<file path="src/sv/dtl_pkg.sv">
`default_nettype none

package dtl_pkg;

    typedef enum logic [2:0] {
        M_IDLE    = 3'd0,
        M_IDENT   = 3'd1,
        M_NUMBER  = 3'd2,
        M_EQUAL   = 3'd3,
        M_SLASH   = 3'd4,
        M_COMMENT = 3'd5
    } t_mode;

    typedef enum logic [3:0] {
        K_EOF    = 4'd0,
        K_IDENT  = 4'd1,
        K_NUMBER = 4'd2,
        K_ARROW  = 4'd3,
        K_LPAREN = 4'd4,
        K_RPAREN = 4'd5,
        K_LBRACE = 4'd6,
        K_RBRACE = 4'd7,
        K_COMMA  = 4'd8,
        K_DOT    = 4'd9,
        K_SEMI   = 4'd10,
        K_EQUAL  = 4'd11
    } t_kind;

    typedef struct packed {
        t_kind       kind;
        logic [15:0] tok_start;
        logic [15:0] tok_end;
        logic        last;
    } t_result;

    localparam logic [7:0] C_UNDERSCORE = 8'h5F;
    localparam logic [7:0] C_SLASH      = 8'h2F;
    localparam logic [7:0] C_NEWLINE    = 8'h0A;
    localparam logic [7:0] C_EQUAL      = 8'h3D;
    localparam logic [7:0] C_GREATER    = 8'h3E;
    localparam logic [7:0] C_LPAREN     = 8'h28;
    localparam logic [7:0] C_RPAREN     = 8'h29;
    localparam logic [7:0] C_LBRACE     = 8'h7B;
    localparam logic [7:0] C_RBRACE     = 8'h7D;
    localparam logic [7:0] C_COMMA      = 8'h2C;
    localparam logic [7:0] C_DOT        = 8'h2E;
    localparam logic [7:0] C_SEMI       = 8'h3B;
    localparam logic [7:0] C_SPACE      = 8'h20;
    localparam logic [7:0] C_TAB        = 8'h09;
    localparam logic [7:0] C_CR         = 8'h0D;

    function automatic logic is_space(input logic [7:0] c);
        return (c == C_SPACE) || (c >= C_TAB && c <= C_CR);
    endfunction

    function automatic logic is_digit(input logic [7:0] c);
        return (c >= 8'h30) && (c <= 8'h39);
    endfunction

    function automatic logic is_alpha(input logic [7:0] c);
        return ((c >= 8'h61) && (c <= 8'h7A)) || ((c >= 8'h41) && (c <= 8'h5A));
    endfunction

    function automatic logic is_word(input logic [7:0] c);
        return is_alpha(c) || is_digit(c) || (c == C_UNDERSCORE);
    endfunction

    function automatic t_kind punct_kind(input logic [7:0] c);
        t_kind k;
        unique case (c)
            C_LPAREN: k = K_LPAREN;
            C_RPAREN: k = K_RPAREN;
            C_LBRACE: k = K_LBRACE;
            C_RBRACE: k = K_RBRACE;
            C_COMMA:  k = K_COMMA;
            C_DOT:    k = K_DOT;
            C_SEMI:   k = K_SEMI;
            default:  k = K_EOF;
        endcase
        return k;
    endfunction

endpackage

`default_nettype wire

</file>
<file path="src/sv/dsl_token_lexer.sv">
// A token is offered on the output in the cycle after the word that ends it is accepted.
// Throughput: one input word per cycle while each word yields at most one token and the
// output is taken; after a word yielding two tokens the input is held until the two-entry
// result queue has drained to one token, draining one token per cycle while it is taken.
// Reset: synchronous active-low i_rst_n returns to idle, clears positions and the queue.
`default_nettype none

module dsl_token_lexer #(
    parameter int POS_BITS = 16
) (
    input  wire logic        i_clk,
    input  wire logic        i_rst_n,
    input  wire logic        s_axis_tvalid,
    output logic             s_axis_tready,
    input  wire logic [7:0]  s_axis_tdata,   // [7:0] char_in
    input  wire logic [0:0]  s_axis_tuser,   // [0] action (1 = end of text)
    output logic             m_axis_tvalid,
    input  wire logic        m_axis_tready,
    output logic [31:0]      m_axis_tdata,   // [15:0] token_start, [31:16] token_end
    output logic [3:0]       m_axis_tuser,   // [3:0] token_kind
    output logic             m_axis_tlast    // last_of_run
);
    import dtl_pkg::*;

    localparam logic [POS_BITS-1:0] PosMax = {POS_BITS{1'b1}};

    t_mode               r_mode, n_mode;
    logic [POS_BITS-1:0] r_pos, n_pos;
    logic [POS_BITS-1:0] r_pstart, n_pstart;
    t_result             r_q [2];
    t_result             n_q0, n_q1;
    logic [1:0]          r_cnt, n_cnt;

    logic                s_fire, m_fire, eot;
    logic [7:0]          c;
    logic [POS_BITS-1:0] pos_inc;
    logic                use_fresh;
    t_mode               f_mode;
    logic                f_set, f_emit;
    t_kind               f_kind;
    logic                a_emit, b_emit;
    t_kind               a_kind, b_kind;
    logic [POS_BITS-1:0] a_end, b_start, b_end;
    t_result             res0, res1;
    logic [1:0]          res_n;

    assign s_fire  = s_axis_tvalid && s_axis_tready;
    assign m_fire  = m_axis_tvalid && m_axis_tready;
    assign eot     = s_axis_tuser[0];
    assign c       = s_axis_tdata;
    assign pos_inc = (r_pos == PosMax) ? r_pos : r_pos + 1'b1;

    assign s_axis_tready = (r_cnt == 2'd0) || ((r_cnt == 2'd1) && m_axis_tready);
    assign m_axis_tvalid = (r_cnt != 2'd0);
    assign m_axis_tdata  = {r_q[0].tok_end, r_q[0].tok_start};
    assign m_axis_tuser  = r_q[0].kind;
    assign m_axis_tlast  = r_q[0].last;

    // decode a character seen with no token pending
    always_comb begin
        f_mode = M_IDLE;
        f_set  = 1'b0;
        f_emit = 1'b0;
        f_kind = K_EOF;
        priority if (is_space(c)) begin
            f_mode = M_IDLE;
        end else if (c == C_SLASH) begin
            f_mode = M_SLASH;
            f_set  = 1'b1;
        end else if (is_alpha(c) || c == C_UNDERSCORE) begin
            f_mode = M_IDENT;
            f_set  = 1'b1;
        end else if (is_digit(c)) begin
            f_mode = M_NUMBER;
            f_set  = 1'b1;
        end else if (c == C_EQUAL) begin
            f_mode = M_EQUAL;
            f_set  = 1'b1;
        end else begin
            f_emit = 1'b1;
            f_kind = punct_kind(c);
        end
    end

    // next state
    always_comb begin
        n_mode    = r_mode;
        n_pos     = r_pos;
        n_pstart  = r_pstart;
        use_fresh = 1'b0;
        if (s_fire) begin
            if (eot) begin
                n_mode   = M_IDLE;
                n_pos    = '0;
                n_pstart = '0;
            end else begin
                n_pos = pos_inc;
                unique case (r_mode)
                    M_IDENT:   use_fresh = !is_word(c);
                    M_NUMBER:  use_fresh = !is_digit(c);
                    M_EQUAL: begin
                        if (c == C_GREATER) begin
                            n_mode = M_IDLE;
                        end else begin
                            use_fresh = 1'b1;
                        end
                    end
                    M_SLASH: begin
                        if (c == C_SLASH) begin
                            n_mode = M_COMMENT;
                        end else begin
                            use_fresh = 1'b1;
                        end
                    end
                    M_COMMENT: begin
                        if (c == C_NEWLINE) begin
                            n_mode = M_IDLE;
                        end
                    end
                    default:   use_fresh = 1'b1;
                endcase
                if (use_fresh) begin
                    n_mode = f_mode;
                    if (f_set) begin
                        n_pstart = r_pos;
                    end
                end
            end
        end
    end

    // results: pending token first, then the token the word itself starts
    always_comb begin
        a_emit  = 1'b0;
        a_kind  = K_EOF;
        a_end   = r_pos;
        b_emit  = 1'b0;
        b_kind  = K_EOF;
        b_start = r_pos;
        b_end   = r_pos;
        unique case (r_mode)
            M_IDENT: begin
                a_emit = eot || !is_word(c);
                a_kind = K_IDENT;
            end
            M_NUMBER: begin
                a_emit = eot || !is_digit(c);
                a_kind = K_NUMBER;
            end
            M_EQUAL: begin
                a_emit = 1'b1;
                if (!eot && c == C_GREATER) begin
                    a_kind = K_ARROW;
                    a_end  = pos_inc;
                end else begin
                    a_kind = K_EQUAL;
                end
            end
            M_SLASH: begin
                a_emit = eot || (c != C_SLASH);
                a_kind = K_EOF;
            end
            default: a_emit = 1'b0;
        endcase
        if (eot) begin
            b_emit = 1'b1;
            b_kind = K_EOF;
        end else begin
            b_emit = use_fresh && f_emit;
            b_kind = f_kind;
            b_end  = pos_inc;
        end

        res1.kind      = b_kind;
        res1.tok_start = 16'(b_start);
        res1.tok_end   = 16'(b_end);
        res1.last      = 1'b1;
        if (a_emit) begin
            res0.kind      = a_kind;
            res0.tok_start = 16'(r_pstart);
            res0.tok_end   = 16'(a_end);
            res0.last      = !b_emit;
        end else begin
            res0 = res1;
        end
        res_n = {1'b0, a_emit} + {1'b0, b_emit};
    end

    // result queue
    always_comb begin
        n_cnt = r_cnt;
        n_q0  = r_q[0];
        n_q1  = r_q[1];
        if (s_fire) begin
            n_q0  = res0;
            n_q1  = res1;
            n_cnt = res_n;
        end else if (m_fire) begin
            n_q0  = r_q[1];
            n_cnt = r_cnt - 2'd1;
        end
    end

    always_ff @(posedge i_clk) begin
        if (!i_rst_n) begin
            r_mode   <= M_IDLE;
            r_pos    <= '0;
            r_pstart <= '0;
            r_cnt    <= 2'd0;
        end else begin
            r_mode   <= n_mode;
            r_pos    <= n_pos;
            r_pstart <= n_pstart;
            r_cnt    <= n_cnt;
        end
    end

    always_ff @(posedge i_clk) begin
        r_q[0] <= n_q0;
        r_q[1] <= n_q1;
    end

`ifndef SYNTHESIS
    a_cnt_range: assert property (@(posedge i_clk) disable iff (!i_rst_n)
        r_cnt != 2'd3)
        else $error("result queue count out of range");

    a_full_stalls: assert property (@(posedge i_clk) disable iff (!i_rst_n)
        (r_cnt == 2'd2) |-> !s_axis_tready)
        else $error("input taken with full result queue");

    a_eot_clears: assert property (@(posedge i_clk) disable iff (!i_rst_n)
        (s_fire && eot) |=> (r_pos == '0 && r_mode == M_IDLE && r_pstart == '0))
        else $error("end of text did not clear scan state");

    a_eot_result: assert property (@(posedge i_clk) disable iff (!i_rst_n)
        (s_fire && eot) |=> (r_cnt != 2'd0))
        else $error("end of text gave no result");
`endif

endmodule

`default_nettype wire

</file>
<file path="config.mk">
export PLATFORM = sky130hd
export DESIGN_NAME = dsl_token_lexer
export DESIGN_NICKNAME = d
export VERILOG_FILES = /design/src/sv/dtl_pkg.sv /design/src/sv/dsl_token_lexer.sv
export SDC_FILE = /design/constraint.sdc
export NUM_CORES = 1
export LEC_CHECK = 0
export BUFFER_PORTS_ARGS = -buffer_cell sky130_fd_sc_hd__buf_2
export CAP_MARGIN = 25
export CORE_AREA = 10 10 133 183
export CTS_BUF_LIST = sky130_fd_sc_hd__clkbuf_2
export DETAILED_ROUTE_END_ITERATION = 16
export DIE_AREA = 0 0 143 193
export PLACE_DENSITY = 0.59
export SYNTH_ARGS = -nofsm -noshare
export SYNTH_HDL_FRONTEND = slang
export SYNTH_SLANG_ARGS = --single-unit
</file>
<file path="constraint.sdc">
create_clock -name i_clk -period 3 [get_ports i_clk]
set_clock_uncertainty 0.2 [all_clocks]
set_input_delay 0.6 -clock i_clk [delete_from_list [all_inputs] [get_ports i_clk]]
set_output_delay 0.6 -clock i_clk [all_outputs]
set_load 0.01 [all_outputs]
</file>
==> key figures, run 1 <==
Power and ir drop
  • Leakage Power: 2.346 nW
  • Power per Cell Area: 485.1 nW/um^2
  • Peak supply drop: 0.1982 mV
  • Switching share of power: 31.59%
  • Clk network pwr share: 18.8%
  • Part of the power in combinational logic: 22.1%
  • Internal power: 2.194 mW
  • Seq pwr share: 59.1%
  • P_sw: 1.013 mW

Global route
  • Initial antenna violation count: 1
  • First-pass GRT wire length: 23230 microns
  • Grt ovf: 0
  • Pin count of the biggest net entering global routing: 55
  • Vias in the first global route: 4389
  • Total GRT Usage: 10.40%

Routing
  • Via Count: 4438
  • Vias per cell: 4.904
  • DRC viols: 0
  • Final WL: 14200 microns
  • Wire per inst: 15.70 microns
  • Antenna viol nets, final: 0
  • Drt first pass iters: 7
  • Iteration-0 DRC Markers: 269

Synthesis
  • Main flop type after synthesis: edfxtp_1
  • Syn nets: 644
  • Synth cell count leaders: nand2_1, edfxtp_1, o21ai_1
  • Synth Warn #: 0
  • Synth Register Bits: 110
  • Post-synthesis sequential area ratio: 47.64%
  • Mapped Cells: 627
  • Post-synth top area share: 35.61%
  • EDFF count, synth: 73
  • Top-count cell post-synth: nand2_1
  • Count of cell types in the netlist: 78
  • Post-synthesis async set-or-reset flop share: 0%
  • Synth area leader: edfxtp_1
  • Mapped Area: 6156 sq um
  • Syn Area/Cell: 9.818 sq um
  • Main area contributors after synthesis: edfxtp_1, dfxtp_1, buf_4

Hold path
  • Worst hold path class: input port to register
  • Worst hold start: s_axis_tdata[7]
  • Hold worst-path end: r_mode[2]$_SDFFE_PN0P_
  • Hold Path Stages: 4

Clocking
  • Reg clk slew, reported paths: 0.32 ns
  • CTS sink count: 110
  • Root buffer cell: clkbuf_2
  • Worst-Skew Late Latency: 0.62 ns
  • TritonCTS buffer count: 9
  • CTS max path bufs: 2
  • Post-CTS Setup Bufs: 0
  • Hold buffer count at cts: 0
  • # resized after CTS: 0
  • CTS tree: yes
  • # H-tree levels: 3

Setup path
  • Worst r2r path cells: 6
  • Crit end category: register
  • Sequence of cells on the critical path: and4_1 -> nand4_1 -> or2_1 -> and3b_1 -> o32ai_1 -> a311oi_1
  • Peak per-stage delay on the critical path: 0.57 ns
  • Startpoint types: register
  • CP required: 3.17 ns
  • Setup CP Type: register to register
  • RR Startpoint: b_start[7]$_SDFFE_PN0P_
  • Worst-path maximum fanout: 9
  • R2r setup slk: 0.33 ns
  • WP data arrival: 2.83 ns
  • RR Endpoint: r_q[0][1]$_DFFE_PP_
  • Top delay family on crit path: simple AND/OR/NAND/NOR gates
  • WP buf/inv: 0
  • CP max-delay cell: dfxtp_1

Final layout
  • Final core utilization: 31.41%
  • Fin nets: 656
  • FILL cells: 2153
  • Area grow syn2layout: 7.398%
  • Fin cells: 905
  • Share of cells above drive strength 1: 22.67%

Timing
  • Worst Tran Pin Value: 0.5362 ns
  • Final period util: 88.90%
  • RSZ-0062 raised after global routing: no
  • Rel. slew slack: 64.25%
  • Setup WS post-layout: 0.3330 ns
  • Final hold violations: 0
  • Pins Over Slew Limit: 0
  • FMAX: 374.9 MHz
  • Hold Slack: 0.2107 ns
  • Minimum clock period: 2.667 ns
  • Setup TNS: 0 ns
  • Final setup violation count: 0

Placed design
  • Pre-CTS WS: 0.08630 ns
  • Placed cells: 888
  • Dpl hpwl: 9984 microns
  • Input/output buffers: 51
  • GP Congestion: 0.8415

Outcome
  • Status: finished, final reports clean

Floorplanning
  • Die width: 143 microns
  • Starting Density: 29.25%
  • Num rows: 63
  • Area of the core: 21050 sq um
  • Ports: 52
  • Die height: 193 microns
  • Die area: 27600 sq um

Run
  • MaxCap Viol Count: 0
==> registers in the layout, summed over array words and instances (netlist names) <==
| signal | flops |
|---|---|
| b_start | 16 |
| r_cnt | 2 |
| r_pstart | 16 |
| r_q | 73 |
| r_mode | 3 |
==> cell families (layout without fill, tap and decap cells) <==
logic type	Yosys count	count (layout)	synth area share [%]
compound gates	149	149	16.32
buf+inv	102	119	9.512
simple gates	220	220	19.29
xor+xnor	22	22	3.130
flops	110	110	47.64
mux	20	20	3.293
fa+ha+maj	4	4	0.8130
other cells	0	1	0
==> power groups by stage <==
| stage | registers, mW | clock network [mW] | logic [mW] |
|---|---|---|---|
| final | 1.90 | 0.603 | 0.709 |
| after global routing | 1.92 | 0.675 | 0.796 |
| after CTS | 1.90 | 0.628 | 0.729 |
| after detailed placement | 1.93 | 0 | 0.725 |
| after global placement | 1.94 | 0 | 0.716 |
| after floorplan | 1.92 | 0 | 0.576 |
==> worst max path at each step <==
stage                                       start  slack, ns                    end  cells after the start
after floorplan                   s_axis_tdata[1]       0.16  r_cnt[0]$_SDFFE_PN0P_                     12
after global placement            s_axis_tdata[0]       0.09  r_cnt[0]$_SDFFE_PN0P_                     12
after CTS                 b_start[7]$_SDFFE_PN0P_       0.35    r_q[0][1]$_DFFE_PP_                      6
final                     b_start[7]$_SDFFE_PN0P_       0.33    r_q[0][1]$_DFFE_PP_                      6
after global routing       r_mode[1]$_SDFFE_PN0P_       0.26   r_q[0][13]$_DFFE_PP_                      7
after detailed placement          s_axis_tdata[4]       0.09   r_q[0][13]$_DFFE_PP_                      8
==> worst reg2reg max path, cell delays in order (launching register included) <==
cell and delay [ns]:
dfxtp_1 0.57, and4_1 0.34, nand4_1 0.19, or2_1 0.39, and3b_1 0.25, o32ai_1 0.41
a311oi_1 0.08
==> cell usage in the layout (no fill, tap or decap), types with 4 or more instances in the layout <==
cell      synthesis  final
xnor2_1          14     14
and2_1            4      4
edfxtp_1         73     73
or3_1             5      5
buf_4            42     38
o31ai_1           6      6
inv_1            10      9
o21ai_0          21     21
dfxtp_1          37     37
nor2_1           31     31
a21boi_1          4      4
mux2i_1          18     18
ha_1              4      4
nor3_1            6      6
buf_2            18     51
a31oi_1           6      6
nand3_1          15     15
a21oi_1          29     29
clkbuf_2          0     12
xor2_1            8      8
nor2b_1           8      8
o21ai_1          45     45
nand4_1          22     22
and3_1            7      7
nor3_2            9      9
nand2_1          82     81
==> cell type report <==
class / instances / area, sq um / share of cell area [%]
Antenna cell: 1 / 2.502 / 0.03785
Clock buffer: 12 / 60.06 / 0.9084
Clock inverter: 4 / 25.02 / 0.3785
Inverter: 12 / 45.04 / 0.6813
Multi-Input combinational cell: 415 / 2640 / 39.93
Sequential cell: 110 / 2933 / 44.36
Tap cell: 260 / 325.3 / 4.921
Timing Repair Buffer: 91 / 580.6 / 8.781
==> per-stage QoR <==
step                instance area, sq um  power (mW)
floorplan                           6157       2.496
CTS                                 6609       3.259
detailed placement                  6524       2.659
global placement                    6524       2.652
global route                        6611       3.388
finish                              6611       3.207
==> routing by layer <==
metal	GRT usage (%)	vias up	part of all wire, %
met3	1.642	18	2.7
met1	12.81	2102	45
met4	3.620	0	1.9
li1	-	2239	-
met2	18.03	79	50
met5	0	-	0
(Power assumes the default switching activity.)
==> run 2: changes to the inputs <==
==> constraint.sdc (replaced) <==
create_clock -name i_clk -period 2.3 [get_ports i_clk]
set_clock_uncertainty 0.2 [all_clocks]
set_input_delay 0.46 -clock i_clk [delete_from_list [all_inputs] [get_ports i_clk]]
set_output_delay 0.46 -clock i_clk [all_outputs]
set_load 0.01 [all_outputs]
==> run 2 against run 1 <==
Non-clock buffer count increased by 64. Sequential power grew 30%. Final area grew 13%. Via count increased by 7.1%. Routed wire length is 9.7% higher. Worst hold slack worse by 0.096 ns. First-iteration DRC count is 6.3% higher. Worst setup slack lost 0.33 ns. Combinational power rose by 55%. Utilization grew 4.0 points. Clock power increased by 52%. Critical path depth increased by 1. Largest power group unchanged.
==> key figures, run 2 (synthesis results as in run 1) <==
Floorplanning
  • Area of the core: 21050 sq um
  • Die area: 27600 sq um
  • Ports: 52
  • Die width: 143 microns
  • Starting Density: 29.25%
  • Num rows: 63
  • Die height: 193 microns

Routing
  • Drt first pass iters: 5
  • DRC viols: 0
  • Max layer used: met4
  • Antenna viol nets, final: 0
  • M1 WL: 6677 microns
  • Wire per inst: 16.03 microns
  • Met2 wire len: 7984 microns
  • Iteration-0 DRC Markers: 286
  • Vias per cell: 4.890
  • Via Count: 4753
  • Met3 Wirelength: 518 microns
  • Final WL: 15580 microns

Outcome
  • Status: finished, final reports clean

Clocking
  • Reg clk slew, reported paths: 0.30 ns
  • # H-tree levels: 3
  • Root buffer cell: clkbuf_2
  • CTS max path bufs: 2
  • CTS tree: yes
  • Worst-Skew Late Latency: 0.60 ns
  • CTS sink count: 110
  • TritonCTS buffer count: 9

Power and ir drop
  • Peak supply drop: 0.3342 mV
  • Clk network pwr share: 20.5%
  • Part of the power in combinational logic: 24.5%
  • Total Power: 4.490 mW
  • P_sw: 1.421 mW
  • Switching share of power: 31.65%
  • Leakage Power: 2.727 nW
  • Power per Cell Area: 603.1 nW/um^2
  • Internal power: 3.069 mW
  • Seq pwr share: 55.0%

Timing
  • Final setup violation count: 0
  • Setup WS post-layout: 0.004563 ns
  • Minimum clock period: 2.295 ns
  • Setup TNS: 0 ns
  • Rel. slew slack: 73.29%
  • RSZ-0062 raised after global routing: yes
  • Final period util: 99.80%
  • Pins Over Slew Limit: 0
  • Final hold violations: 0
  • Worst Tran Pin Value: 0.3980 ns
  • FMAX: 435.6 MHz

Global route
  • Grt ovf: 0
  • First-pass GRT wire length: 25240 microns
  • Vias in the first global route: 4724
  • Pin count of the biggest net entering global routing: 50
  • Initial antenna violation count: 1
  • Total GRT Usage: 11.44%

Final layout
  • Area grow syn2layout: 20.93%
  • Commonest cells after routing, fill and taps aside: buf_4, nand2_1, edfxtp_1, buf_2, o21ai_1
  • Reg with most FFs: r_q
  • Most common cell after layout, fill and taps aside: buf_4
  • Max FFs per register: 73
  • Share of cells above drive strength 1: 34.60%
  • Fin nets: 723

Setup path
  • CP required: 2.47 ns
  • WP data arrival: 2.47 ns
  • Peak per-stage delay on the critical path: 0.45 ns
  • Crit end category: register
  • Setup CP Type: register to register
  • Startpoint types: register
  • CP max-delay cell: dfxtp_4
  • Worst-path maximum fanout: 7
  • Sequence of cells on the critical path: nor2b_4 -> and2b_2 -> a211oi_4 -> a21oi_4 -> o21ai_4 -> mux2i_1 -> o21ai_1

Placed design
  • Pre-CTS WS: -0.4626 ns
  • Dpl hpwl: 10640 microns
  • Input/output buffers: 51
  • GP Congestion: 0.8434

Hold path
  • Worst hold path class: input port to register

Run
  • MaxCap Viol Count: 0
==> run 2: cell count changes in the layout (fill, tap and decap cells not counted), sizes merged <==
cell         change
buf             +63
bufinv           +1
clkbuf           -3
clkinv           -1
clkinvlp         +1
dlygate4sd3      +1
inv              +2
o21ba            +3
==> run 2: final timing paths <==
path / slack [ns] / cells after the start / from / endpoint
worst max-delay path: 0.005 / 7 / r_mode[2]$_SDFFE_PN0P_ / r_q[0][13]$_DFFE_PP_
worst min-delay path: 0.12 / 4 / s_axis_tvalid / r_cnt[0]$_SDFFE_PN0P_
worst max register to register: 0.005 / 7 / r_mode[2]$_SDFFE_PN0P_ / r_q[0][13]$_DFFE_PP_
worst min register to register: 0.27 / 2 / r_pstart[12]$_SDFFE_PN0P_ / r_pstart[12]$_SDFFE_PN0P_
==> run 2: worst max-delay path: cells and delay by family, from the launching register on <==
family / cells / cell delay (ns)
AOI/OAI and AO/OA: 4 / 0.84
and+or+nand+nor: 2 / 0.37
muxes: 1 / 0.22
DFF: 1 / 0.45
==> run 2: what timing repair did <==
action                     CTS  global route
gates resized for setup     18            33
hold buffers                 1             0
gates cloned                 3             0
pin swaps                    4            13
setup endpoints to repair   53            56
hold endpoints to repair     3             0
setup buffers                2             7
==> run 2: layer usage <==
metal  track usage, %  vias up
met5                0        -
met3            1.814       23
met2            20.24       98
met4            4.614        0
met1            13.48     2245
li1                 -     2387
==> run 2: power by group through the flow <==
stage	Clock [mW]	Sequential (mW)	Combinational (mW)
floorplan	0	2.50	0.765
finish	0.918	2.47	1.10
CTS	0.960	2.48	1.08
global route	1.03	2.50	1.22
detailed placement	0	2.52	1.02
global placement	0	2.53	0.999
==> run 2: metrics by stage <==
step / cell area, sq um / cells / hold WS (ns) / utilization (%)
floorplan: 6242 / 627 / 0.2029 / -
global placement: 7029 / 942 / 0.2350 / 33.40
detailed placement: 7029 / 942 / 0.2405 / 33.40
CTS: 7259 / 964 / 0.07902 / 34.49
global route: 7445 / 972 / 0.08297 / 35.37
finish: 7445 / 972 / 0.1152 / 35.37
==> run 2: final cells by class <==
| class | count | area (sq um) |
|---|---|---|
| Antenna cell | 1 | 2.502 |
| Clock buffer | 9 | 45.04 |
| Clock inverter | 7 | 71.32 |
| Fill cell | 2140 | 13600 |
| Inverter | 12 | 45.04 |
| Multi-Input combinational cell | 418 | 2861 |
| Sequential cell | 110 | 2949 |
| Tap cell | 260 | 325.3 |
| Timing Repair Buffer | 155 | 1145 |
